File: config.mk
export PLATFORM = sky130hd
export DESIGN_NAME = drc_front
export DESIGN_NICKNAME = d
export VERILOG_FILES = /design/src/drc_pkg.sv /design/src/drc_front.sv
export SDC_FILE = /design/constraint.sdc
export NUM_CORES = 2
export LEC_CHECK = 0
export ABC_AREA = 1
export BUFFER_PORTS_ARGS = -buffer_cell sky130_fd_sc_hd__buf_2
export CAP_MARGIN = 20
export CELL_PAD_IN_SITES_DETAIL_PLACEMENT = 0
export CELL_PAD_IN_SITES_GLOBAL_PLACEMENT = 1
export CORE_MARGIN = 4
export CORE_UTILIZATION = 47
export CTS_CLUSTER_SIZE = 8
export DETAILED_ROUTE_END_ITERATION = 6
export PLACE_DENSITY = 0.94
export SLEW_MARGIN = 20
export SYNTH_ARGS = -nofsm -noshare
export SYNTH_HDL_FRONTEND = slang
export SYNTH_SLANG_ARGS = --single-unit
export TNS_END_PERCENT = 1
File: constraint.sdc
create_clock -name i_clk -period 7.3 [get_ports i_clk]
set_input_delay 0.73 -clock i_clk [delete_from_list [all_inputs] [get_ports i_clk]]
set_output_delay 0.73 -clock i_clk [all_outputs]
set_load 0.02 [all_outputs]
File: src/drc_pkg.sv
`default_nettype none
package drc_pkg;

    localparam int TARGET_BITS_DEF = 256;
    // A target with a set bit among its top WIDE_MARGIN positions is halved
    // before scaling.
    localparam int WIDE_MARGIN     = 21;
    localparam int MANT_W          = 23;
    localparam int SPAN_W          = 33;
    localparam int PROD_W          = MANT_W + SPAN_W;
    localparam int SHIFT_W         = 11;
    localparam int TS_W            = 31;
    localparam int LS_W            = 8;
    localparam int CFG_IDX_W       = 2;

    localparam logic [CFG_IDX_W-1:0] CFG_TARGET_SPAN = 2'd0;
    localparam logic [CFG_IDX_W-1:0] CFG_NO_RETARGET = 2'd1;
    localparam logic [CFG_IDX_W-1:0] CFG_LIMIT_SHIFT = 2'd2;

    localparam logic [TS_W-1:0] TS_RESET = 31'd1209600;
    localparam logic [LS_W-1:0] LS_RESET = 8'd20;

    typedef struct packed {
        logic [31:0] prev;
        logic        wide;
    } t_side;

endpackage
`default_nettype wire

File: src/drc_front.sv
`default_nettype none
module drc_front
    import drc_pkg::*;
#(
    parameter int TB = TARGET_BITS_DEF
) (
    input  wire logic            i_clk,
    input  wire logic            i_en,
    input  wire logic [31:0]     i_prev_bits,
    input  wire logic [31:0]     i_last_time,
    input  wire logic [31:0]     i_first_time,
    input  wire logic [TS_W-1:0] i_target_span,
    output logic [TB-1:0]        o_p,
    output t_side                o_side
);

    logic [7:0]         size;
    logic [MANT_W-1:0]  mant;
    logic               short_exp;
    logic [4:0]         rsh;
    logic [SHIFT_W-1:0] off;
    logic [SHIFT_W-1:0] keep;
    logic [MANT_W-1:0]  w0;
    logic [TB-1:0]      v;
    logic               wide;
    logic [MANT_W-1:0]  w;
    logic [SHIFT_W-1:0] t;
    logic signed [33:0] span_raw;
    logic signed [33:0] lo;
    logic signed [33:0] hi;
    logic signed [33:0] span_c;

    logic [MANT_W-1:0]  r_w;
    logic [SHIFT_W-1:0] r_t;
    logic [SPAN_W-1:0]  r_span;
    t_side              r_side_a;
    logic [PROD_W-1:0]  r_prod;
    logic [SHIFT_W-1:0] r_t2;
    t_side              r_side_b;
    logic [TB-1:0]      r_p;
    t_side              r_side_c;

    always_comb begin
        size      = i_prev_bits[31:24];
        mant      = i_prev_bits[MANT_W-1:0];
        short_exp = (size <= 8'd3);
        rsh       = {(2'd3 - size[1:0]), 3'b000};
        off       = {(size - 8'd3), 3'b000};
        keep      = SHIFT_W'(TB) - off;
        if (off >= SHIFT_W'(TB)) begin
            w0 = '0;
        end else if (keep >= SHIFT_W'(MANT_W)) begin
            w0 = mant;
        end else begin
            w0 = mant & ~({MANT_W{1'b1}} << keep[4:0]);
        end
        v    = {{(TB-MANT_W){1'b0}}, w0} << off;
        wide = !short_exp && (|v[TB-1:TB-WIDE_MARGIN]);
        if (short_exp) begin
            w = mant >> rsh;
            t = '0;
        end else begin
            w = w0;
            t = wide ? (off - SHIFT_W'(1)) : off;
        end

        span_raw = signed'({2'b00, i_last_time}) - signed'({2'b00, i_first_time});
        lo       = signed'({3'b000, (i_target_span >> 2)});
        hi       = signed'({1'b0, i_target_span, 2'b00});
        span_c   = span_raw;
        if (span_c < lo) begin
            span_c = lo;
        end
        if (span_c > hi) begin
            span_c = hi;
        end
    end

    always_ff @(posedge i_clk) begin
        if (i_en) begin
            r_w           <= w;
            r_t           <= t;
            r_span        <= span_c[SPAN_W-1:0];
            r_side_a.prev <= i_prev_bits;
            r_side_a.wide <= wide;
            r_prod        <= PROD_W'(r_w) * PROD_W'(r_span);
            r_t2          <= r_t;
            r_side_b      <= r_side_a;
            r_p           <= {{(TB-PROD_W){1'b0}}, r_prod} << r_t2;
            r_side_c      <= r_side_b;
        end
    end

    assign o_p    = r_p;
    assign o_side = r_side_c;

endmodule
`default_nettype wire

Word level (Yosys, flattened, before mapping)
Cells that the tools add are included.
{"block": "op_classes", "mul": 1, "shift": 4, "n_eq_ne": 0, "addsub": 5, "reduce_logical": 4, "muxes": 6, "bitwise_logic": 3, "div": 0, "magnitude_cmp": 5}
{"cell": "left shift 23 x 11 -> 256 bit", "n": 1}
{"cell": "left shift 56 x 11 -> 256 bit", "n": 1}
{"cell": "two-way mux 23 bit", "n": 3}
{"cell": "multiplier 23 x 33 -> 56 bit", "n": 1}
{"cell": "greater-than comparator 34 bit", "n": 1}
{"cell": "two-way mux 34 bit", "n": 1}
{"cell": "< comparator 33 x 30 -> 1 bit", "n": 1}
{"cell": "two-way mux 33 bit", "n": 1}
{"cell": "subtractor 32 x 32 -> 33 bit", "n": 1}
{"cell": "AND 23 bit", "n": 1}
{"cell": "inverter 23 bit", "n": 1}
{"cell": "left shift 23 x 5 -> 23 bit, first input constant", "n": 1}
{"cell": "right shift 23 x 5 -> 23 bit", "n": 1}
{"cell": "OR reduction 21 bit", "n": 1}
{"cell": "greater-or-equal comparator 11 x 5 -> 1 bit, second input constant", "n": 1}
{"cell": "greater-or-equal comparator 11 x 9 -> 1 bit, second input constant", "n": 1}
{"cell": "two-way mux 11 bit", "n": 1}
{"cell": "subtractor 11 x 1 -> 11 bit, second input constant", "n": 1}
{"cell": "subtractor 9 x 11 -> 11 bit, first input constant", "n": 1}
{"cell": "<= comparator 8 x 2 -> 1 bit, second input constant", "n": 1}
{"cell": "subtractor 8 x 2 -> 8 bit, second input constant", "n": 1}
{"cell": "OR reduction 2 bit", "n": 1}
{"cell": "subtractor 2 bit, first input constant", "n": 1}
{"cell": "logical AND 1 bit", "n": 1}
{"cell": "2 further kinds", "n": 2}
{"block": "totals", "output_inout_bits": 289, "in_bits": 129, "ramBits": 0, "latch_bits": 0, "reg_bits": 489, "mem_count": 0, "word_cells": 42, "rom_bits": 0}

Depth between registers and ports, before layout
{"block": "depth", "word_depth": 12, "depth_mapped": 44, "mapped_depth_nobuf": 41}

Worst setup path after synthesis
OpenSTA, ideal clock, no wires.
{"block": "synth_path", "path_type": "input-to-reg", "startpoint": "input port i_last_time[0]", "endpoint": "register r_span[22], data pin", "setup_ns": 0.152, "path_slack_ns": 0.571, "stages": 39, "path_buffers": 4, "t_arrival_ns": 6.576, "required_ns": 7.148, "path_cell_list": "inv_1 -> ha_1 -> inv_1 -> fa_1 -> nand3_1 -> nand2_1 -> nand2_1 -> nand2_1 -> a21boi_0 -> o21ai_1 -> a21oi_1 -> xnor2_1 -> ha_1 -> nand4_1 -> nor4_1 -> inv_1 -> o2111ai_1 -> nand2_1 -> (+3 left out) -> nor2_1 -> ha_1 -> inv_1 -> clkbuf_1 -> buf_1 -> nand2_1 -> o21ai_0 -> ha_1 -> a21oi_1 -> o21a_1 -> o21ai_0 -> a221oi_1 -> o2111ai_1 -> nand3_1 -> clkbuf_1 -> clkbuf_1 -> nand2_1 -> o21ai_0"}
{"block": "synth_via", "elab_chain_len": 5}
{"item": "start, declared", "line_no": "drc_front.sv:10", "text": "input wire logic [31:0] i_last_time,"}
{"item": "subtractor 32 x 32 -> 33 bit (*)", "line_no": "drc_front.sv:67", "text": "span_raw = signed'({2'b00, i_last_time}) - signed'({2'b00, i_first_time});"}
{"item": "< comparator 33 x 30 -> 1 bit", "line_no": "drc_front.sv:71", "text": "if (span_c < lo) begin"}
{"item": "two-way mux 34 bit (*)", "line_no": "drc_front.sv:71"}
{"item": "greater-than comparator 34 bit", "line_no": "drc_front.sv:74", "text": "if (span_c > hi) begin"}
{"item": "two-way mux 33 bit (*)", "line_no": "drc_front.sv:74"}
{"item": "named net span_c[22]", "line_no": "drc_front.sv:31", "text": "logic signed [33:0] span_c;"}
{"item": "end signal, assigned", "line_no": "drc_front.sv:83", "text": "r_span <= span_c[SPAN_W-1:0];"}
{"item": "end, declared", "line_no": "drc_front.sv:35", "text": "logic [SPAN_W-1:0] r_span;"}
The timed path passes the listed nets; every way through them passes the cells marked *.
A chain may end at the register's enable or synchronous reset.

Worst setup path after layout
{"block": "layout_path", "startpoint": "register r_span[12]", "endpoint": "register r_prod[51], data pin"}
{"block": "layout_via", "elab_chain_len": 1}
{"item": "multiplier 23 x 33 -> 56 bit", "line_no": "drc_front.sv:86", "text": "r_prod <= PROD_W'(r_w) * PROD_W'(r_span);"}
{"item": "end signal, assigned", "line_no": "drc_front.sv:86"}
{"item": "end, declared", "line_no": "drc_front.sv:37", "text": "logic [PROD_W-1:0] r_prod;"}
No other way between the ends.

==> impl_metrics.json <==
{
  "critPathLaunchType": "register",
  "syn_inst": 5701,
  "cts.sinks": 485,
  "rr_startpoint": "r_span[12]",
  "insertion_delay_ps": 620,
  "start_util_pct": 47.5,
  "dp_hpwl_mm": 110,
  "cts_tree": "built",
  "cts_buffer_depth": 3,
  "worst-path-max-fanout": 23,
  "core_area_um2": 104000,
  "grt_pass1_vias": 39750,
  "min_path_cells": 1,
  "cts_max_level": 3,
  "grt_use_total_pct": 24.7,
  "clk_pin_slew_ps": 50,
  "grt_pass1_wl_mm": 218,
  "skew_ps": 27.3,
  "synth_area_um2": 49200,
  "hold_start": "i_prev_bits[23]",
  "arrival_ps": 7280,
  "finalCritPeriodShare_pct": 94.7,
  "synth.avg_cell_area_um2": 8.63,
  "seq_area_um2": 14600,
  "worst_path_largest_cell_delay_ps": 550,
  "cpMostUsedCell": "fa_1",
  "fp.dieW_um": 331,
  "path_buf_inv": 6,
  "synth_nets": 6754,
  "hold-path-endpoint": "r_side_a[24]",
  "ys_ff_latch": 485,
  "drive_gt1_share_pct": 11.5,
  "synth_edf_count": 485,
  "end_kind": "register",
  "area_growth_pct": 13.0,
  "dr.first_iter.drc_count": 3784,
  "die_h_um": 331,
  "die_area_um2": 110000,
  "use_met3_pct": 4.09,
  "vias_per_cell": 5.31,
  "n_fill_cell": 9218,
  "diodes": 0,
  "gp_congestion": 0.939,
  "port_buffers": 417,
  "ys_seq_area_share_pct": 29.6,
  "fin_crit_ps": 6910,
  "route.detailed.drc": 0,
  "yosys_warnings": 0,
  "grt_use_met1_pct": 32.2,
  "synthFlopType": "edfxtp_1",
  "grt_setup_unrepaired": "yes",
  "num_vias": 39408,
  "status": "completed",
  "slowest_stage": "fa_1",
  "tightest_slew_ps": 1060,
  "hold_path.class": "primary input to register",
  "layout.nets": 7080,
  "met2_usage_pct": 42.0,
  "io_pins": 418,
  "timing.rr.end": "r_prod[51]",
  "fin_util_pct": 53.6,
  "timing.final.hold_violations": 0,
  "r2r_slack_ps": 390,
  "stdcell_area_um2": 55600,
  "grt.busiest_layer": "met2",
  "timing.slew.headroom_pct": 29.2,
  "grt_max_degree": 174,
  "grt_remaining_overflow": 0,
  "synthArstFlopShare_pct": 0,
  "whs_ps": 291,
  "placed_cells": 7292,
  "crit_required_ps": 7660,
  "r2r_cells": 25,
  "synth_cell_type_count": 54,
  "antenna_found_initial": 0,
  "rows": 118,
  "placed_area_um2": 53000,
  "dr.pass1.iters": 6,
  "setup_viol_count_final": 0,
  "routed_wl_mm": 138,
  "wl_per_cell_um": 18.6,
  "max_freq_ghz": 0.145,
  "max_cap_violations": 0,
  "stdcell_count": 7416,
  "cp_top_family": "adder cells",
  "critPathKind": "register to register",
  "maxSlewViolCount": 0,
  "multi_input_area_um2": 29500,
  "cts_inserted_buffers": 71,
  "cts_root_buf": "clkbuf_16",
  "ant_nets": 0
}
-- how the worst max path moves through the flow --
stage	from	end	slack [ps]	cells after the start
after floorplan	i_last_time[0]	r_span[22]	570	39
after global placement	i_last_time[0]	r_span[0]	130	39
after detailed placement	i_last_time[0]	r_span[0]	70	40
after CTS	r_span[10]	r_prod[54]	80	27
after global routing	r_w[8]	r_prod[53]	-9	29
final	r_span[12]	r_prod[51]	390	25
-- metal layers --
layer	share of wire, %	vias to the layer above
met1	40	19163
li1	-	18293
met3	7.4	251
met2	49	1701
met5	0	-
met4	3.8	0
-- synth_stat cells (all sizes together) (2+ instances only) --
| cell type | instances | area share, % |
|---|---|---|
| nand2 | 1468 | 11 |
| inv | 1057 | 8.1 |
| fa | 649 | 26 |
| edfxtp | 485 | 30 |
| nor2 | 413 | 3.2 |
| o21ai | 375 | 3.8 |
| clkbuf | 278 | 2.1 |
| ha | 275 | 7.0 |
| a21oi | 193 | 2.0 |
| nand3 | 146 | 1.5 |
| nor3 | 73 | 0.74 |
| xor2 | 59 | 1.1 |
| buf | 41 | 0.37 |
| a31oi | 30 | 0.38 |
| nand4 | 26 | 0.33 |
| xnor2 | 22 | 0.39 |
| o21a | 19 | 0.29 |
| mux2i | 14 | 0.28 |
| o22ai | 10 | 0.13 |
| nor4 | 8 | 0.10 |
| o211ai | 7 | 0.12 |
| o31ai | 7 | 0.11 |
| a211oi | 6 | 0.092 |
| a21o | 6 | 0.092 |
| o21bai | 6 | 0.092 |
| o2111ai | 4 | 0.071 |
| a21boi | 3 | 0.046 |
| clkinv | 3 | 0.023 |
| a221oi | 2 | 0.036 |
| a32o | 2 | 0.041 |
| and2 | 2 | 0.025 |
| o221a | 2 | 0.046 |
| or2 | 2 | 0.025 |
-- registers in the layout (all words and copies together), names as in the netlist --
signal	flops
o_p	256
r_prod	56
o_side	33
r_side_a	33
r_side_b	33
r_span	33
r_w	23
r_t2	9
r_t	9
-- final cells by class --
cell class	count	area share [%]
clock buffers	72	3.20
flip-flops and latches	485	26.2
clock inverters	10	0.443
multi-input cells	3837	53.0
repair buffers	572	6.91
well taps	1380	3.11
inverters	1060	7.16
-- cell families (layout without fill, tap and decap cells) --
kind of cell,Yosys count,count (layout),synth area share [%]
AOI/OAI and AO/OA,677,677,7.42
muxes,14,14,0.285
and+or+nand+nor,2141,2141,17.2
xor gates and xnor gates,81,81,1.44
buffers and inverters,1379,1714,10.6
DFF,485,485,29.6
adders and majority gates,924,924,33.4
-- timing repair --
item	4_1_cts	5_1_grt
buffers inserted	0	42
endpoints found under the setup margin	0	17
resized for setup	0	4
hold buffers	0	0
-- per-stage QoR --
stage	TNS, ps	worst slack (ps)
2_1_floorplan	0	571
3_3_place_gp	0	128
3_5_place_dp	0	69.9
4_1_cts	0	78.4
5_1_grt	-9.23	-9.23
6_report	0	388
-- layout by cell type (no fill, tap or decap), types with 5 or more instances in the layout --
| cell | n |
|---|---|
| nor2_1 | 406 |
| mux2i_1 | 14 |
| buf_4 | 108 |
| nor4_1 | 8 |
| edfxtp_1 | 485 |
| xnor2_1 | 22 |
| nand2_2 | 10 |
| o31ai_1 | 7 |
| o21a_1 | 19 |
| nor3_1 | 72 |
| nand2_1 | 1456 |
| o21bai_1 | 6 |
| inv_2 | 7 |
| o21ai_1 | 13 |
| ha_1 | 275 |
| o22ai_1 | 10 |
| clkinv_16 | 5 |
| a31oi_1 | 30 |
| clkbuf_16 | 71 |
| a21o_1 | 6 |
| nand3_1 | 142 |
| a21oi_1 | 190 |
| o21ai_0 | 361 |
| buf_12 | 46 |
| o211ai_1 | 6 |
| fa_1 | 649 |
| nand4_1 | 26 |
| a211oi_1 | 6 |
| xor2_1 | 59 |
| inv_1 | 1050 |
| buf_2 | 416 |
Power is not shown: default switching activity piles up to over one toggle a cycle in this logic, so the estimate is an artifact.
