===== src/drc_pkg.sv =====
`default_nettype none
package drc_pkg;

    localparam int TARGET_BITS_DEF = 256;
    // A target with a set bit among its top WIDE_MARGIN positions is halved
    // before scaling.
    localparam int WIDE_MARGIN     = 21;
    localparam int MANT_W          = 23;
    localparam int SPAN_W          = 33;
    localparam int PROD_W          = MANT_W + SPAN_W;
    localparam int SHIFT_W         = 11;
    localparam int TS_W            = 31;
    localparam int LS_W            = 8;
    localparam int CFG_IDX_W       = 2;

    localparam logic [CFG_IDX_W-1:0] CFG_TARGET_SPAN = 2'd0;
    localparam logic [CFG_IDX_W-1:0] CFG_NO_RETARGET = 2'd1;
    localparam logic [CFG_IDX_W-1:0] CFG_LIMIT_SHIFT = 2'd2;

    localparam logic [TS_W-1:0] TS_RESET = 31'd1209600;
    localparam logic [LS_W-1:0] LS_RESET = 8'd20;

    typedef struct packed {
        logic [31:0] prev;
        logic        wide;
    } t_side;

endpackage
`default_nettype wire


===== src/drc_cell.sv =====
`default_nettype none
module drc_cell
    import drc_pkg::*;
#(
    parameter int TB = TARGET_BITS_DEF
) (
    input  wire logic            i_clk,
    input  wire logic            i_en,
    input  wire logic [TS_W-1:0] i_div,
    input  wire logic [TB-1:0]   i_word,
    input  wire logic [TS_W-1:0] i_rem,
    input  wire t_side           i_side,
    output logic [TB-1:0]        o_word,
    output logic [TS_W-1:0]      o_rem,
    output t_side                o_side
);

    // One restoring division step: the dividend shifts out at the top while
    // quotient bits shift in at the bottom of the same word.
    logic [TS_W:0] cur;
    logic [TS_W:0] diff;
    logic          ge;

    logic [TB-1:0]   r_word;
    logic [TS_W-1:0] r_rem;
    t_side           r_side;

    always_comb begin
        cur  = {i_rem, i_word[TB-1]};
        ge   = (cur >= {1'b0, i_div});
        diff = cur - {1'b0, i_div};
    end

    always_ff @(posedge i_clk) begin
        if (i_en) begin
            r_word <= {i_word[TB-2:0], ge};
            r_rem  <= ge ? diff[TS_W-1:0] : cur[TS_W-1:0];
            r_side <= i_side;
        end
    end

    assign o_word = r_word;
    assign o_rem  = r_rem;
    assign o_side = r_side;

endmodule
`default_nettype wire


===== config.mk =====
export PLATFORM = sky130hd
export DESIGN_NAME = drc_cell
export DESIGN_NICKNAME = d
export VERILOG_FILES = /design/src/drc_pkg.sv /design/src/drc_cell.sv
export SDC_FILE = /design/constraint.sdc
export NUM_CORES = 1
export LEC_CHECK = 0
export BUFFER_PORTS_ARGS = -buffer_cell sky130_fd_sc_hd__buf_2
export CAP_MARGIN = 20
export CORE_AREA = 2 2 264 266
export CTS_CLUSTER_SIZE = 25
export DETAILED_ROUTE_END_ITERATION = 16
export DIE_AREA = 0 0 266 268
export PLACE_DENSITY = 0.47
export SLEW_MARGIN = 25
export SYNTH_ARGS = -nofsm -noshare
export SYNTH_HDL_FRONTEND = slang
export SYNTH_SLANG_ARGS = --single-unit
export TNS_END_PERCENT = 30

===== constraint.sdc =====
create_clock -name i_clk -period 6.6 [get_ports i_clk]
set_input_delay 0.33 -clock i_clk [delete_from_list [all_inputs] [get_ports i_clk]]
set_output_delay 0.33 -clock i_clk [all_outputs]
set_load 0.005 [all_outputs]

======== After elaboration in Yosys (flattened, before gate mapping) ========
Index checks and enable logic that the tools add are counted.
Widths: inputs -> output; s select.
storage, ports and cells
  register bits ........................... 320
  word-level logic and storage cells ...... 7
  bits of input ports ..................... 353
  output and inout bits ................... 320
cells by class
  $add $sub $neg .......................... 1
  order comparisons ....................... 1
  muxes and demuxes ....................... 1
operators by type and width
  kind            count
  $ge 32x31->1    1
  $mux 31         1
  $sub 31x31->31  1

======== Logic depth before layout (Yosys ltp) ========
Gate-level depths: netlist (run 1).
  depth in word-level cells ............... 2
  gate-level depth with buffers ........... 13
  gate-level depth less buffers ........... 12

======== Least setup slack after synthesis (run 1) ========
No wires, ideal clock.
  kind .................................... input-to-reg
  start ................................... input i_word[255]
  end ..................................... register r_rem[22], in the netlist o_rem[22], data pin
  data arrival time ....................... 2318 ps
  buffers on the path ..................... 0
  data required time ...................... 6338 ps
  setup time .............................. 262 ps
  path slack .............................. 4021 ps
  stages .................................. 11
  cells stage by stage .................... inv_1 -> ha_1 -> fa_1 -> nor2b_1 -> o31a_1 -> o21bai_4 -> a21oi_4 -> a31oi_2 -> o311ai_0 -> and4_1 -> nor3_2
on the way
  cells in the longest elaborated chain, start to end .. 2
  elaborated cells between the ends (all ways) .. 3
  classes of those cells .................. 1 x add/sub; 1 x order compare; 1 x mux
ends and longest elaborated chain
  what                                                   line                            text
  start: declaration                                     drc_cell.sv:10                  input wire logic [TB-1:0] i_word,
  $sub 31x31->31 / $ge 32x31->1 (equally long branches)  drc_cell.sv:31, drc_cell.sv:30
  $mux 31 (*)                                            drc_cell.sv:37                  r_rem <= ge ? diff[TS_W-1:0] : cur[TS_W-1:0];
  end signal: assignment                                 drc_cell.sv:37
  end: declaration                                       drc_cell.sv:25                  logic [TS_W-1:0] r_rem;
Every way passes the cells marked *; elsewhere a longest branch is shown, timed or not.
A chain may end at the register's enable or synchronous reset.

======== Worst setup path after layout (run 1) ========
Same ends and word-level chain as after synthesis.

==> results of run 1 <==
[what timing repair did]
item | 4_1_cts | 5_1_grt
setup endpoints to repair | 0 | 0
hold endpoints to repair | 287 | 0
hold buffers | 287 | 0
[worst paths after layout]
| check | start | endpoint | depth (start not counted) |
|---|---|---|---|
| max | i_word[255] | o_rem[22]$_DFFE_PP_ | 13 |
| min | i_word[75] | o_word[76]$_DFFE_PP_ | 1 |
[state kept, by name, indices dropped and copies added (netlist names)]
register  cells
o_word      256
o_rem        31
o_side       33
[per-stage QoR]
stage / instance area (um^2) / worst slack [ns] / util (%)
2_1_floorplan: 11700 / 4.02 / -
3_3_place_gp: 16100 / 3.37 / 23.7
3_5_place_dp: 16100 / 3.34 / 23.7
4_1_cts: 20300 / 3.94 / 29.7
5_1_grt: 20300 / 3.79 / 29.7
6_report: 20300 / 3.93 / 29.7
[placed cells by master (no fill, tap or decap), types with 8 or more instances in the layout]
cell / n
sky130_fd_sc_hd__o21ai_0: 22
sky130_fd_sc_hd__a21o_1: 8
sky130_fd_sc_hd__xor2_1: 14
sky130_fd_sc_hd__inv_1: 40
sky130_fd_sc_hd__nor2_1: 36
sky130_fd_sc_hd__clkbuf_1: 8
sky130_fd_sc_hd__ha_1: 31
sky130_fd_sc_hd__nand2_1: 34
sky130_fd_sc_hd__clkbuf_16: 40
sky130_fd_sc_hd__edfxtp_1: 320
sky130_fd_sc_hd__a21oi_1: 32
sky130_fd_sc_hd__buf_2: 671
sky130_fd_sc_hd__xnor2_1: 9
sky130_fd_sc_hd__a21oi_2: 9
sky130_fd_sc_hd__dlygate4sd3_1: 287
[power groups by stage]
stage / Clock [mW] / Sequential [mW] / Combinational [mW]
floorplan: 0 / 2.56 / 0.203
global placement: 0 / 2.54 / 0.666
detailed placement: 0 / 2.54 / 0.665
CTS: 2.23 / 2.50 / 0.814
global route: 2.28 / 2.52 / 0.872
finish: 2.12 / 2.50 / 0.799
[cell type report]
cell class	count	share of cell area (%)
multi-input combinational	274	9.25
antenna	3	0.0370
sequential	320	47.4
clock inverter	20	1.03
clock buffer	48	5.09
tap	882	5.44
timing repair buffer	962	31.0
inverter	41	0.759
[cells by family (layout without fill, tap and decap cells)]
kind of cell	count (synthesis)	in the layout	share of synthesized area (%)
DFF	320	320	82.2
AOI/OAI and AO/OA	115	115	6.68
and+or+nand+nor	104	104	4.14
buffers and inverters	49	1071	1.76
adders and majority gates	32	32	3.49
xor gates and xnor gates	23	23	1.72
other	0	3	0
[layer usage]
metal / global-route usage [%] / routed length (um) / vias up / share of wire, %
met5: 0 / 68 / - / 0.14
met4: 4.89 / 1780 / 10 / 3.8
met3: 4.45 / 3930 / 90 / 8.3
met2: 21.2 / 23100 / 407 / 49
met1: 13.8 / 18200 / 4619 / 39
li1: - / - / 4465 / -
==> metrics.log, run 1 <==
[metrics] result of the run: finished clean
[metrics] Seq pwr share: 46.1%
[metrics] leakage power: 8.58 nW
[metrics] most repeated cell in the gate-level netlist after synthesis: sky130_fd_sc_hd__edfxtp_1
[metrics] synthesized area divided by synthesized cell count: ~18 um^2
[metrics] GP Congestion: 0.799
[metrics] port buffer count: between 600 and 700
[metrics] fraction of power consumed by the clock network: around 40%
[metrics] CTS Buf Count: 39
[metrics] dominant cells by area after synthesis: sky130_fd_sc_hd__edfxtp_1 (82%), sky130_fd_sc_hd__ha_1 (3.3%), sky130_fd_sc_hd__a21oi_1 (1.4%)
[metrics] buffers and inverters on the worst path: 3
[metrics] Clock Sink Count: 320
[metrics] WP data arrival: 2.96 ns
[metrics] Final Routed Wirelength: roughly 47000 um
[metrics] pin count of the biggest net entering global routing: approximately 160
[metrics] Syn Std Cell Area: 0.0117 mm^2
[metrics] setup repair after global routing missed its margin: false
[metrics] 1st-iter DRT viols: 600
[metrics] combinational fraction of design power: between 10% and 20%
[metrics] Layout Nets: just over 2000
[metrics] type of the worst setup path: primary input to flip-flop
[metrics] power consumption: 5.42 mW
[metrics] Via Count: roughly 9600
[metrics] TritonCTS clock tree: yes
[metrics] die width: 266 um
[metrics] number of maximum-capacitance violations: 0
[metrics] detailed-route DRC error count: 0
[metrics] initial antenna violation count: 7
[metrics] count of buffers added by post-CTS timing repair for setup: 0
[metrics] number of placement rows: 96
[metrics] Worst path slowest cell: sky130_fd_sc_hd__inv_2
[metrics] clk buf depth: 3
[metrics] post-synth top area cell: sky130_fd_sc_hd__edfxtp_1
[metrics] critical path launch point type: primary input
[metrics] post-DR wirelength/cell: about 18 um
[metrics] Vert. Die Dim: 268 um
[metrics] half-perimeter wire length after detailed placement: around 35000 um
[metrics] I/O pin count: just under 700
[metrics] total number of H-tree levels: 2
[metrics] Post-Route Hold Slack: between 0.08 and 0.09 ns
[metrics] FMAX: about 380 MHz
[metrics] CP delay by family, top: compound AO/OA/AOI/OAI gates
[metrics] YS warnings: 0
[metrics] PwrDens: between 200 and 300 mW/mm^2
[metrics] final setup TNS: 0 ns
[metrics] Period minus WS final: about 2.7 ns
[metrics] Worst EP required: between 6 and 7 ns
[metrics] EDFF count, synth: between 300 and 400
[metrics] die outline area: between 0.07 and 0.08 mm^2
[metrics] kind of end point of the critical path: flip-flop
[metrics] area taken by flip-flops and latches: 0.00961 mm^2
[metrics] final-layout fill cell count: ~6900
[metrics] Vias per Instance: ~3.8
[metrics] critical path, cell by cell: buf_2 > inv_1 > ha_1 > fa_1 > nor2b_1 > o31a_1 > o21bai_4 > a21oi_4 > a21o_2 > o21ai_4 > inv_2 > and4_1 > nor3_2
[metrics] proportion of register bits with asynchronous set or reset after synthesis: 0%
[metrics] class of the tightest hold or removal check: primary input to flip-flop
[metrics] GRT Resource Usage Total: around 12%
[metrics] share of the clock period used by the worst path: between 40% and 50%
[metrics] setup violators final: 0
[metrics] root buffer cell: sky130_fd_sc_hd__clkbuf_16
[metrics] sequential fraction of the synthesis area: between 80 and 90%
[metrics] number of cells produced by synthesis: ~640
[metrics] share of final-layout standard cells stronger than drive strength 1: a little under half
[metrics] number of distinct standard cells referenced by the synthesized netlist: 55
[metrics] wire length of the first global-routing pass: 64800 um
[metrics] dpl cells: ~2200
[metrics] number of detailed-routing iterations run before antenna repair: 5
[metrics] initial core utilization: 17.1%
[metrics] Synth-to-Final Area Change: 73.4%
[metrics] most instantiated cells after synthesis: sky130_fd_sc_hd__edfxtp_1 (320), sky130_fd_sc_hd__inv_1 (40), sky130_fd_sc_hd__nor2_1 (36), sky130_fd_sc_hd__nand2_1 (34), sky130_fd_sc_hd__a21oi_1 (32)
[metrics] overall overflow remaining after global route: 0
[metrics] clock transition time at the flip-flop clock pins of the worst setup and hold paths: around 0.060 ns
[metrics] number of standard cells in the layout, taps in and fillers out: approximately 2600
[metrics] switching power: roughly 1.3 mW
[metrics] number of synthesized register bits: 320
[metrics] maximum fanout along the worst path: 31
[metrics] largest incremental delay on the critical path: 0.53 ns
[metrics] fin. max-slew vios: 0
[metrics] Synth Flop Type: sky130_fd_sc_hd__edfxtp_1
[metrics] switching power as a share of total power: around a quarter
[metrics] slew at the pin with the worst max-slew slack: approximately 0.96 ns
[metrics] post-cts sizing count: 0
[metrics] fraction of synthesized cell area taken by the top area cell type: between 80% and 90%
[metrics] area of the multi-input gates: around 0.0019 mm^2
[metrics] peak supply drop: 121 uV
[metrics] Core ar.: 0.0682 mm^2
[metrics] vias in the first global route: between 10000 and 15000
[metrics] total internal power: just over 4 mW
[metrics] Slew HR: 36.3%
[metrics] count of endpoints failing hold in the final timing report: 0
[metrics] Routed Antenna Nets: 0
[metrics] Post-Syn Nets: between 1000 and 1500
Note: power is estimated with default switching activity, not from simulation.
==> run 2, diff against run 1 <==
--- a/config.mk
+++ b/config.mk
@@ -7,10 +7,10 @@
 export LEC_CHECK = 0
 export BUFFER_PORTS_ARGS = -buffer_cell sky130_fd_sc_hd__buf_2
 export CAP_MARGIN = 20
-export CORE_AREA = 2 2 264 266
+export CORE_AREA = 2 2 265 267
 export CTS_CLUSTER_SIZE = 25
 export DETAILED_ROUTE_END_ITERATION = 16
-export DIE_AREA = 0 0 266 268
+export DIE_AREA = 0 0 267 269
 export PLACE_DENSITY = 0.47
 export SLEW_MARGIN = 25
 export SYNTH_ARGS = -nofsm -noshare
==> constraint.sdc (replaced) <==
create_clock -name i_clk -period 2.54 [get_ports i_clk]
set_input_delay 0.127 -clock i_clk [delete_from_list [all_inputs] [get_ports i_clk]]
set_output_delay 0.127 -clock i_clk [all_outputs]
set_load 0.005 [all_outputs]
==> metrics.log, run 2 (synthesized netlist as in run 1, its figures left out) <==
[metrics] fraction of power consumed by the clock network: 39.4% (+0.3 points)
[metrics] Via Count: 10026 (+4.5%)
[metrics] leakage power: 9.11 nW (+6.2%)
[metrics] port buffer count: 672 (unchanged)
[metrics] die outline area: 0.0718 mm^2 (+0.75%)
[metrics] wire length of the first global-routing pass: 68500 um (+5.6%)
[metrics] Post-Route Hold Slack: 0.0311 ns (-0.0499 ns)
[metrics] CP delay by family, top: buffers and inverters
[metrics] initial antenna violation count: 9 (+2)
[metrics] share of final-layout standard cells stronger than drive strength 1: 47.3% (+2.1 points)
[metrics] half-perimeter wire length after detailed placement: 38000 um (+7.7%)
[metrics] commonest non-fill, non-tap cells in the layout: sky130_fd_sc_hd__buf_2 (671), sky130_fd_sc_hd__edfxtp_1 (320), sky130_fd_sc_hd__dlygate4sd3_1 (319)
[metrics] Core ar.: 0.0693 mm^2 (+1.6%)
[metrics] clk buf depth: 3 (unchanged)
[metrics] switching power as a share of total power: 25.1% (+0.32 points)
[metrics] type of the worst setup path: primary input to flip-flop
[metrics] setup repair after global routing missed its margin: false
[metrics] buffers and inverters on the worst path: 3 (unchanged)
[metrics] slew at the pin with the worst max-slew slack: 0.547 ns (-0.409 ns)
[metrics] 1st-iter DRT viols: 554 (-7.7%)
[metrics] Worst EP required: 2.85 ns (-4.05 ns)
[metrics] max reg flops: 256 (unchanged)
[metrics] Layout Nets: 2123 (+4.9%)
[metrics] CTS Buf Count: 39 (unchanged)
[metrics] largest incremental delay on the critical path: 0.53 ns (about the same)
[metrics] critical path, cell by cell: dlygate4sd3_1 > buf_2 > ha_1 > a21oi_1 > o21ai_1 > or4_1 > a21oi_1 > buf_4 > nor4_1 > o31ai_1 > xor2_1 > o21ai_1
[metrics] number of placement rows: 97 (+1.0%)
[metrics] switching power: 3.65 mW (+170%)
[metrics] Final Routed Wirelength: 50400 um (+7.0%)
[metrics] clock transition time at the flip-flop clock pins of the worst setup and hold paths: 0.06 ns (about the same)
[metrics] total number of H-tree levels: 2 (unchanged)
[metrics] Seq pwr share: 44.7% (-1.4 points)
[metrics] detailed-route DRC error count: 0 (unchanged)
[metrics] commonest non-fill, non-tap cell in the layout: sky130_fd_sc_hd__buf_2
[metrics] result of the run: finished clean
[metrics] GP Congestion: 0.826 (+3.4%)
[metrics] Slew HR: 63.6% (+27 points)
[metrics] Worst path slowest cell: sky130_fd_sc_hd__dlygate4sd3_1
[metrics] GRT Resource Usage Total: 13.0% (+0.70 points)
[metrics] final-layout fill cell count: 6998 (+1.2%)
[metrics] power consumption: 14.6 mW (+170%)
[metrics] area taken by flip-flops and latches: 0.00961 mm^2 (unchanged)
[metrics] critical path launch point type: primary input
[metrics] kind of end point of the critical path: flip-flop
[metrics] post-DR wirelength/cell: 18.6 um (+0.54%)
[metrics] class of the tightest hold or removal check: primary input to flip-flop
[metrics] maximum fanout along the worst path: 3 (-90%)
[metrics] setup violators final: 0 (unchanged)
[metrics] peak supply drop: 440 uV (+260%)
[metrics] final setup TNS: 0 ns (unchanged)
[metrics] dpl cells: 2318 (+5.7%)
[metrics] Vias per Instance: 3.69 (-1.8%)
[metrics] share of the clock period used by the worst path: 96.1%
[metrics] pin count of the biggest net entering global routing: 63 (-60%)
[metrics] die width: 267 um (+0.38%)
[metrics] Vert. Die Dim: 269 um (+0.37%)
[metrics] fin. max-slew vios: 0 (unchanged)
[metrics] vias in the first global route: 10498 (+4.1%)
[metrics] overall overflow remaining after global route: 0 (unchanged)
[metrics] root buffer cell: sky130_fd_sc_hd__clkbuf_16
[metrics] WP data arrival: 2.75 ns (-0.21 ns)
[metrics] PwrDens: 681 mW/mm^2 (+150%)
[metrics] count of buffers added by post-CTS timing repair for setup: 0 (unchanged)
[metrics] initial core utilization: 16.9% (-0.27 points)
[metrics] TritonCTS clock tree: yes
[metrics] number of detailed-routing iterations run before antenna repair: 7 (+2)
[metrics] I/O pin count: 673 (unchanged)
[metrics] number of maximum-capacitance violations: 0 (unchanged)
[metrics] count of endpoints failing hold in the final timing report: 0 (unchanged)
[metrics] Period minus WS final: around 2.4 ns
[metrics] Routed Antenna Nets: 0 (unchanged)
[metrics] total internal power: 10.9 mW (+170%)
[metrics] Synth-to-Final Area Change: 82.9%
[metrics] number of standard cells in the layout, taps in and fillers out: 2714 (+6.4%)
[metrics] FMAX: 410 MHz
[metrics] area of the multi-input gates: 0.00195 mm^2 (+3.8%)
[metrics] combinational fraction of design power: 15.9% (+1.2 points)
[metrics] Clock Sink Count: 320 (unchanged)
-- run 2: worst paths after layout --
kind / start / to / slack [ns] / depth (start not counted)
setup / recovery: i_rem[15] / o_rem[27]$_DFFE_PP_ / 0.1 / 12
hold / removal: i_en / o_side[27]$_DFFE_PP_ / 0.03 / 1
-- run 2: metal layers --
metal	wire length [um]	up-vias	global-route usage, %	share of wire, %
met3	3420	84	3.49	6.8
met2	25700	430	23.2	51
met5	61	-	0	0.12
met1	19600	4827	15.0	39
li1	-	4675	-	-
met4	1600	10	4.52	3.2
-- run 2: power by group through the flow --
stage	combinational (mW)	sequential, mW	clock [mW]
6_report	2.31	6.52	5.74
3_3_place_gp	1.88	6.62	0
4_1_cts	2.32	6.52	5.95
3_5_place_dp	1.89	6.61	0
2_1_floorplan	0.528	6.65	0
5_1_grt	2.51	6.56	6.13
-- run 2: repair_timing --
| item | CTS | global route |
|---|---|---|
| hold buffers | 319 | 0 |
| hold endpoints to repair | 319 | 0 |
| setup endpoints to repair | 0 | 26 |
| gates resized for setup | 0 | 17 |
-- run 2: final cells by class --
class | count | share of cell area, %
multi-input cells | 274 | 9.10
clock inverters | 29 | 1.52
inverters | 41 | 0.720
repair buffers | 1062 | 33.5
clock buffers | 42 | 4.62
well taps | 940 | 5.50
diodes | 6 | 0.0702
flip-flops and latches | 320 | 45.0
-- run 2: metrics by stage --
step                      setup slack, ns  utilization [%]  area [um^2]
after floorplan                     0.164                -        11700
after global placement             -0.186             24.2        16800
after CTS                          0.0191             30.7        21300
after global routing              0.00509             30.8        21400
after detailed placement           -0.207             24.2        16800
final                              0.0998             30.8        21400
==> run 3, diff against run 2 <==
--- a/config.mk
+++ b/config.mk
@@ -5,13 +5,15 @@
 export SDC_FILE = /design/constraint.sdc
 export NUM_CORES = 1
 export LEC_CHECK = 0
+export ABC_AREA = 1
 export BUFFER_PORTS_ARGS = -buffer_cell sky130_fd_sc_hd__buf_2
 export CAP_MARGIN = 20
-export CORE_AREA = 2 2 265 267
+export CORE_AREA = 2 2 261 263
+export CTS_BUF_LIST = sky130_fd_sc_hd__clkbuf_2
 export CTS_CLUSTER_SIZE = 25
 export DETAILED_ROUTE_END_ITERATION = 16
-export DIE_AREA = 0 0 267 269
-export PLACE_DENSITY = 0.47
+export DIE_AREA = 0 0 263 265
+export PLACE_DENSITY = 0.49
 export SLEW_MARGIN = 25
 export SYNTH_ARGS = -nofsm -noshare
 export SYNTH_HDL_FRONTEND = slang
==> metrics.log, run 3 <==
[metrics] result of the run: stopped before the end
[metrics] failing step: clock tree synthesis (4_1_cts)
[metrics] Err: [ERROR RSZ-0060] Max buffer count reached.
[metrics] number of distinct standard cells referenced by the synthesized netlist: 27 (-51%)
[metrics] GP Congestion: 0.930 (+13%)
[metrics] area share of and/or/nand/nor cells after synthesis: 13.0% (+8.9 points)
[metrics] Syn Std Cell Area: 0.0125 mm^2 (+7.1%)
[metrics] Synth Flop Type: sky130_fd_sc_hd__edfxtp_1
[metrics] fraction of synthesized cell area taken by the top area cell type: 76.7% (-5.5 points)
[metrics] post-cts sizing count: 0 (unchanged)
[metrics] Post-Syn Nets: 1334 (+30%)
[metrics] Clock Sink Count: 320 (unchanged)
[metrics] sequential fraction of the synthesis area: 76.7% (-5.5 points)
[metrics] post-synth top area cell: sky130_fd_sc_hd__edfxtp_1
[metrics] die width: 263 um (-1.5%)
[metrics] most instantiated cells after synthesis: sky130_fd_sc_hd__edfxtp_1 (320), sky130_fd_sc_hd__nand2_1 (292), sky130_fd_sc_hd__inv_1 (152), sky130_fd_sc_hd__nand3_1 (43), sky130_fd_sc_hd__nor2_1 (38)
[metrics] YS warnings: 0 (unchanged)
[metrics] synthesized area divided by synthesized cell count: 13.2 um^2 (-27%)
[metrics] synthesized-area fraction occupied by xor and xnor cells: 0.979% (-0.74 points)
[metrics] I/O pin count: 673 (unchanged)
[metrics] initial core utilization: 18.7% (+1.9 points)
[metrics] most repeated cell in the gate-level netlist after synthesis: sky130_fd_sc_hd__edfxtp_1
[metrics] EDFF count, synth: 320 (unchanged)
[metrics] CTS Buf Count: 89 (+130%)
[metrics] area share of fa/ha/maj cells after synthesis: 3.26% (-0.23 points)
[metrics] share of cell area taken by muxes after synthesis: 0% (unchanged)
[metrics] half-perimeter wire length after detailed placement: 47800 um (+26%)
[metrics] quantity of hold-fixing buffers added after cts: 530 (+66%)
[metrics] synthesized-area fraction occupied by ao, oa, aoi and oai cells: 1.01% (-5.7 points)
[metrics] port buffer count: 672 (unchanged)
[metrics] largest family of logic cells by synthesized area: simple AND/OR/NAND/NOR gates
[metrics] proportion of register bits with asynchronous set or reset after synthesis: 0% (unchanged)
[metrics] number of placement rows: 95 (-2.1%)
[metrics] dominant cells by area after synthesis: sky130_fd_sc_hd__edfxtp_1 (77%), sky130_fd_sc_hd__nand2_1 (8.8%), sky130_fd_sc_hd__inv_1 (4.6%)
[metrics] Vert. Die Dim: 265 um (-1.5%)
[metrics] clk buf depth: 3 (unchanged)
[metrics] root buffer cell: sky130_fd_sc_hd__clkbuf_2
[metrics] count of buffers added by post-CTS timing repair for setup: 0 (unchanged)
[metrics] total number of H-tree levels: 3 (+1)
[metrics] number of cells produced by synthesis: 949 (+48%)
[metrics] number of synthesized register bits: 320 (unchanged)
==> run 3: cells by family after synthesis <==
group                    after synthesis
AND/OR/NAND/NOR                      399
adder cells (fa/ha/maj)               32
flip-flops                           320
AO/OA/AOI/OAI                         23
XOR/XNOR                              14
buffers and inverters                161
==> run 3: through the flow <==
step / hold WS (ns) / cells / setup WS (ns) / util (%) / cell area (um^2)
after global placement: 0.304 / 2502 / 0.258 / 25.6 / 17100
after floorplan: 0.226 / 949 / 0.531 / - / 12500
after detailed placement: 0.305 / 2502 / 0.202 / 25.6 / 17100
==> run 4, diff against run 3 <==
--- a/config.mk
+++ b/config.mk
@@ -8,12 +8,10 @@
 export ABC_AREA = 1
 export BUFFER_PORTS_ARGS = -buffer_cell sky130_fd_sc_hd__buf_2
 export CAP_MARGIN = 20
-export CORE_AREA = 2 2 261 263
-export CTS_BUF_LIST = sky130_fd_sc_hd__clkbuf_2
-export CTS_CLUSTER_SIZE = 25
+export CORE_AREA = 2 2 263 265
 export DETAILED_ROUTE_END_ITERATION = 16
-export DIE_AREA = 0 0 263 265
-export PLACE_DENSITY = 0.49
+export DIE_AREA = 0 0 265 267
+export PLACE_DENSITY_LB_ADDON = 0.15
 export SLEW_MARGIN = 25
 export SYNTH_ARGS = -nofsm -noshare
 export SYNTH_HDL_FRONTEND = slang
==> metrics.log, run 4 <==
[metrics] setup repair after global routing missed its margin: false
[metrics] TritonCTS clock tree: yes
[metrics] 1st-iter DRT viols: ~540
[metrics] post-cts sizing count: 0 (unchanged)
[metrics] post-synth top area cell: sky130_fd_sc_hd__edfxtp_1
[metrics] die width: 265 um (+0.76%)
[metrics] Post-Syn Nets: 1334 (unchanged)
[metrics] setup violators final: 0
[metrics] synthesized area divided by synthesized cell count: 13.2 um^2 (unchanged)
[metrics] half-perimeter wire length after detailed placement: 44900 um (-6.1%)
[metrics] Worst path slowest cell: sky130_fd_sc_hd__dlygate4sd3_1
[metrics] Clock Sink Count: 320 (unchanged)
[metrics] sequential fraction of the synthesis area: 76.7% (unchanged)
[metrics] count of endpoints failing hold in the final timing report: 0
[metrics] slew at the pin with the worst max-slew slack: approximately 0.62 ns
[metrics] most repeated library cell on the critical path: sky130_fd_sc_hd__nand2_1
[metrics] PwrDens: 660 mW/mm^2
[metrics] Final Routed Wirelength: around 57000 um
[metrics] FMAX: 433 MHz
[metrics] number of standard cells in the layout, taps in and fillers out: between 2000 and 3000
[metrics] critical path, cell by cell: dlygate4sd3_1 > buf_2 > inv_1 > ha_1 > fa_1 > inv_1 > nand2_1 > nand2_1 > nand3_1 > nand2_2 > nand2_1 > nand3_1 > nand2_1 > nand2_4 > inv_2 > nand2_1 > nand2_1
[metrics] Via Count: 10802
[metrics] largest incremental delay on the critical path: roughly 0.52 ns
[metrics] Syn Std Cell Area: 0.0125 mm^2 (unchanged)
[metrics] type of the worst setup path: primary input to flip-flop
[metrics] detailed-route DRC error count: 0
[metrics] Vias per Instance: roughly 3.7
[metrics] number of placement rows: 96 (+1.1%)
[metrics] max reg flops: 256
[metrics] final setup TNS: 0 ns
[metrics] wire length of the first global-routing pass: ~78000 um
[metrics] number of detailed-routing iterations run before antenna repair: 4
[metrics] quantity of hold-fixing buffers added after cts: 319 (-40%)
[metrics] Vert. Die Dim: 267 um (+0.75%)
[metrics] Routed Antenna Nets: 0
[metrics] overall overflow remaining after global route: 0
[metrics] area of the multi-input gates: about 0.0023 mm^2
[metrics] Slew HR: 58.9%
[metrics] number of distinct standard cells referenced by the synthesized netlist: 27 (unchanged)
[metrics] pin count of the biggest net entering global routing: between 70 and 80
[metrics] die outline area: 0.0708 mm^2
[metrics] Synth-to-Final Area Change: 71.9%
[metrics] CTS Buf Count: 41 (-54%)
[metrics] share of the clock period used by the worst path: a little over 90%
[metrics] share of final-layout standard cells stronger than drive strength 1: roughly 37%
[metrics] area taken by flip-flops and latches: between 0.009 and 0.01 mm^2
[metrics] Worst EP required: roughly 2.8 ns
[metrics] dominant cells by area after synthesis: sky130_fd_sc_hd__edfxtp_1 (77%), sky130_fd_sc_hd__nand2_1 (8.8%), sky130_fd_sc_hd__inv_1 (4.6%)
[metrics] number of synthesized register bits: 320 (unchanged)
[metrics] critical path launch point type: primary input
[metrics] fraction of synthesized cell area taken by the top area cell type: 76.7% (unchanged)
[metrics] kind of end point of the critical path: flip-flop
[metrics] count of buffers added by post-CTS timing repair for setup: 0 (unchanged)
[metrics] GP Congestion: 0.831 (-11%)
[metrics] class of the tightest hold or removal check: primary input to flip-flop
[metrics] root buffer cell: sky130_fd_sc_hd__clkbuf_16
[metrics] clk buf depth: 3 (unchanged)
[metrics] YS warnings: 0 (unchanged)
[metrics] post-DR wirelength/cell: between 15 and 20 um
[metrics] most instantiated cells after synthesis: sky130_fd_sc_hd__edfxtp_1 (320), sky130_fd_sc_hd__nand2_1 (292), sky130_fd_sc_hd__inv_1 (152), sky130_fd_sc_hd__nand3_1 (43), sky130_fd_sc_hd__nor2_1 (38)
[metrics] fin. max-slew vios: 0
[metrics] port buffer count: 672 (unchanged)
[metrics] most repeated cell in the gate-level netlist after synthesis: sky130_fd_sc_hd__edfxtp_1
[metrics] GRT Resource Usage Total: ~15%
[metrics] EDFF count, synth: 320 (unchanged)
[metrics] maximum fanout along the worst path: 29
[metrics] proportion of register bits with asynchronous set or reset after synthesis: 0% (unchanged)
[metrics] initial core utilization: 18.4% (-0.33 points)
[metrics] commonest non-fill, non-tap cell in the layout: sky130_fd_sc_hd__buf_2
[metrics] Synth Flop Type: sky130_fd_sc_hd__edfxtp_1
[metrics] Finished Core Util: 31.7%
[metrics] Layout Nets: around 2400
[metrics] clock transition time at the flip-flop clock pins of the worst setup and hold paths: 0.06 ns
[metrics] number of maximum-capacitance violations: 0
[metrics] I/O pin count: 673 (unchanged)
[metrics] number of cells produced by synthesis: 949 (unchanged)
[metrics] total number of H-tree levels: 2 (-1)
[metrics] result of the run: finished clean
[metrics] commonest non-fill, non-tap cells in the layout: sky130_fd_sc_hd__buf_2 (671), sky130_fd_sc_hd__edfxtp_1 (320), sky130_fd_sc_hd__dlygate4sd3_1 (319)
[metrics] power consumption: ~14 mW
[metrics] final-layout fill cell count: 7079
[metrics] Period minus WS final: 2.31 ns
[metrics] Core ar.: 0.0680 mm^2
[metrics] peak supply drop: between 300 and 400 uV
[metrics] dpl cells: 2508 (+0.24%)
[metrics] initial antenna violation count: 13
[metrics] leakage power: 9.88 nW
[metrics] WP data arrival: roughly 2.6 ns
[metrics] vias in the first global route: roughly 11000
## run 4: cell counts after synthesis
No cell type changed its count.
## run 4: layout make-up
cell class,count,share of cell area (%)
tap,882,5.13
multi-input combinational,468,10.6
timing repair buffer,1002,31.1
antenna,6,0.0698
inverter,155,2.70
clock buffer,48,4.99
sequential,320,44.6
clock inverter,20,0.779
## run 4: cells by family after synthesis
kind of cell | synth area share (%)
buffers and inverters | 4.99
flip-flops | 76.7
AND/OR/NAND/NOR | 13.0
XOR/XNOR | 0.979
adder cells (fa/ha/maj) | 3.26
AO/OA/AOI/OAI | 1.01
## run 4: layer usage
metal / part of all wire [%] / track usage (%) / vias up
li1: - / - / 5263
met1: 37 / 16.1 / 5072
met2: 52 / 28.0 / 363
met3: 7.3 / 5.07 / 92
met4: 4.0 / 6.12 / 12
met5: 0.13 / 0 / -
## run 4: critical path, delay by kind of cell
kind                     cells  cell delay [ns]
adder cells (fa/ha/maj)      2             0.58
buffers and inverters        5             1.02
AND/OR/NAND/NOR             10             0.87
## run 4: through the flow
stage,area (um^2),setup WS [ns],hold slack [ns]
after global placement,17100,0.237,0.304
after detailed placement,17100,0.197,0.305
after global routing,21500,0.0337,0.0320
after floorplan,12500,0.531,0.226
final,21500,0.228,0.0515
after CTS,21500,0.249,0.0178
## run 4: final timing paths
kind               startpoint               endpoint  slack, ns  depth (start not counted)
setup / recovery  i_word[255]    o_rem[26]$_DFFE_PP_       0.23                         17
hold / removal           i_en  o_word[148]$_DFFE_PP_       0.05                          1
## run 4: report_power, final
| group | switching [mW] | leakage, nW | internal (mW) |
|---|---|---|---|
| sequential | 0.113 | 3.13 | 6.34 |
| combinational | 1.18 | 6.15 | 1.04 |
| clock | 2.32 | 0.599 | 3.21 |
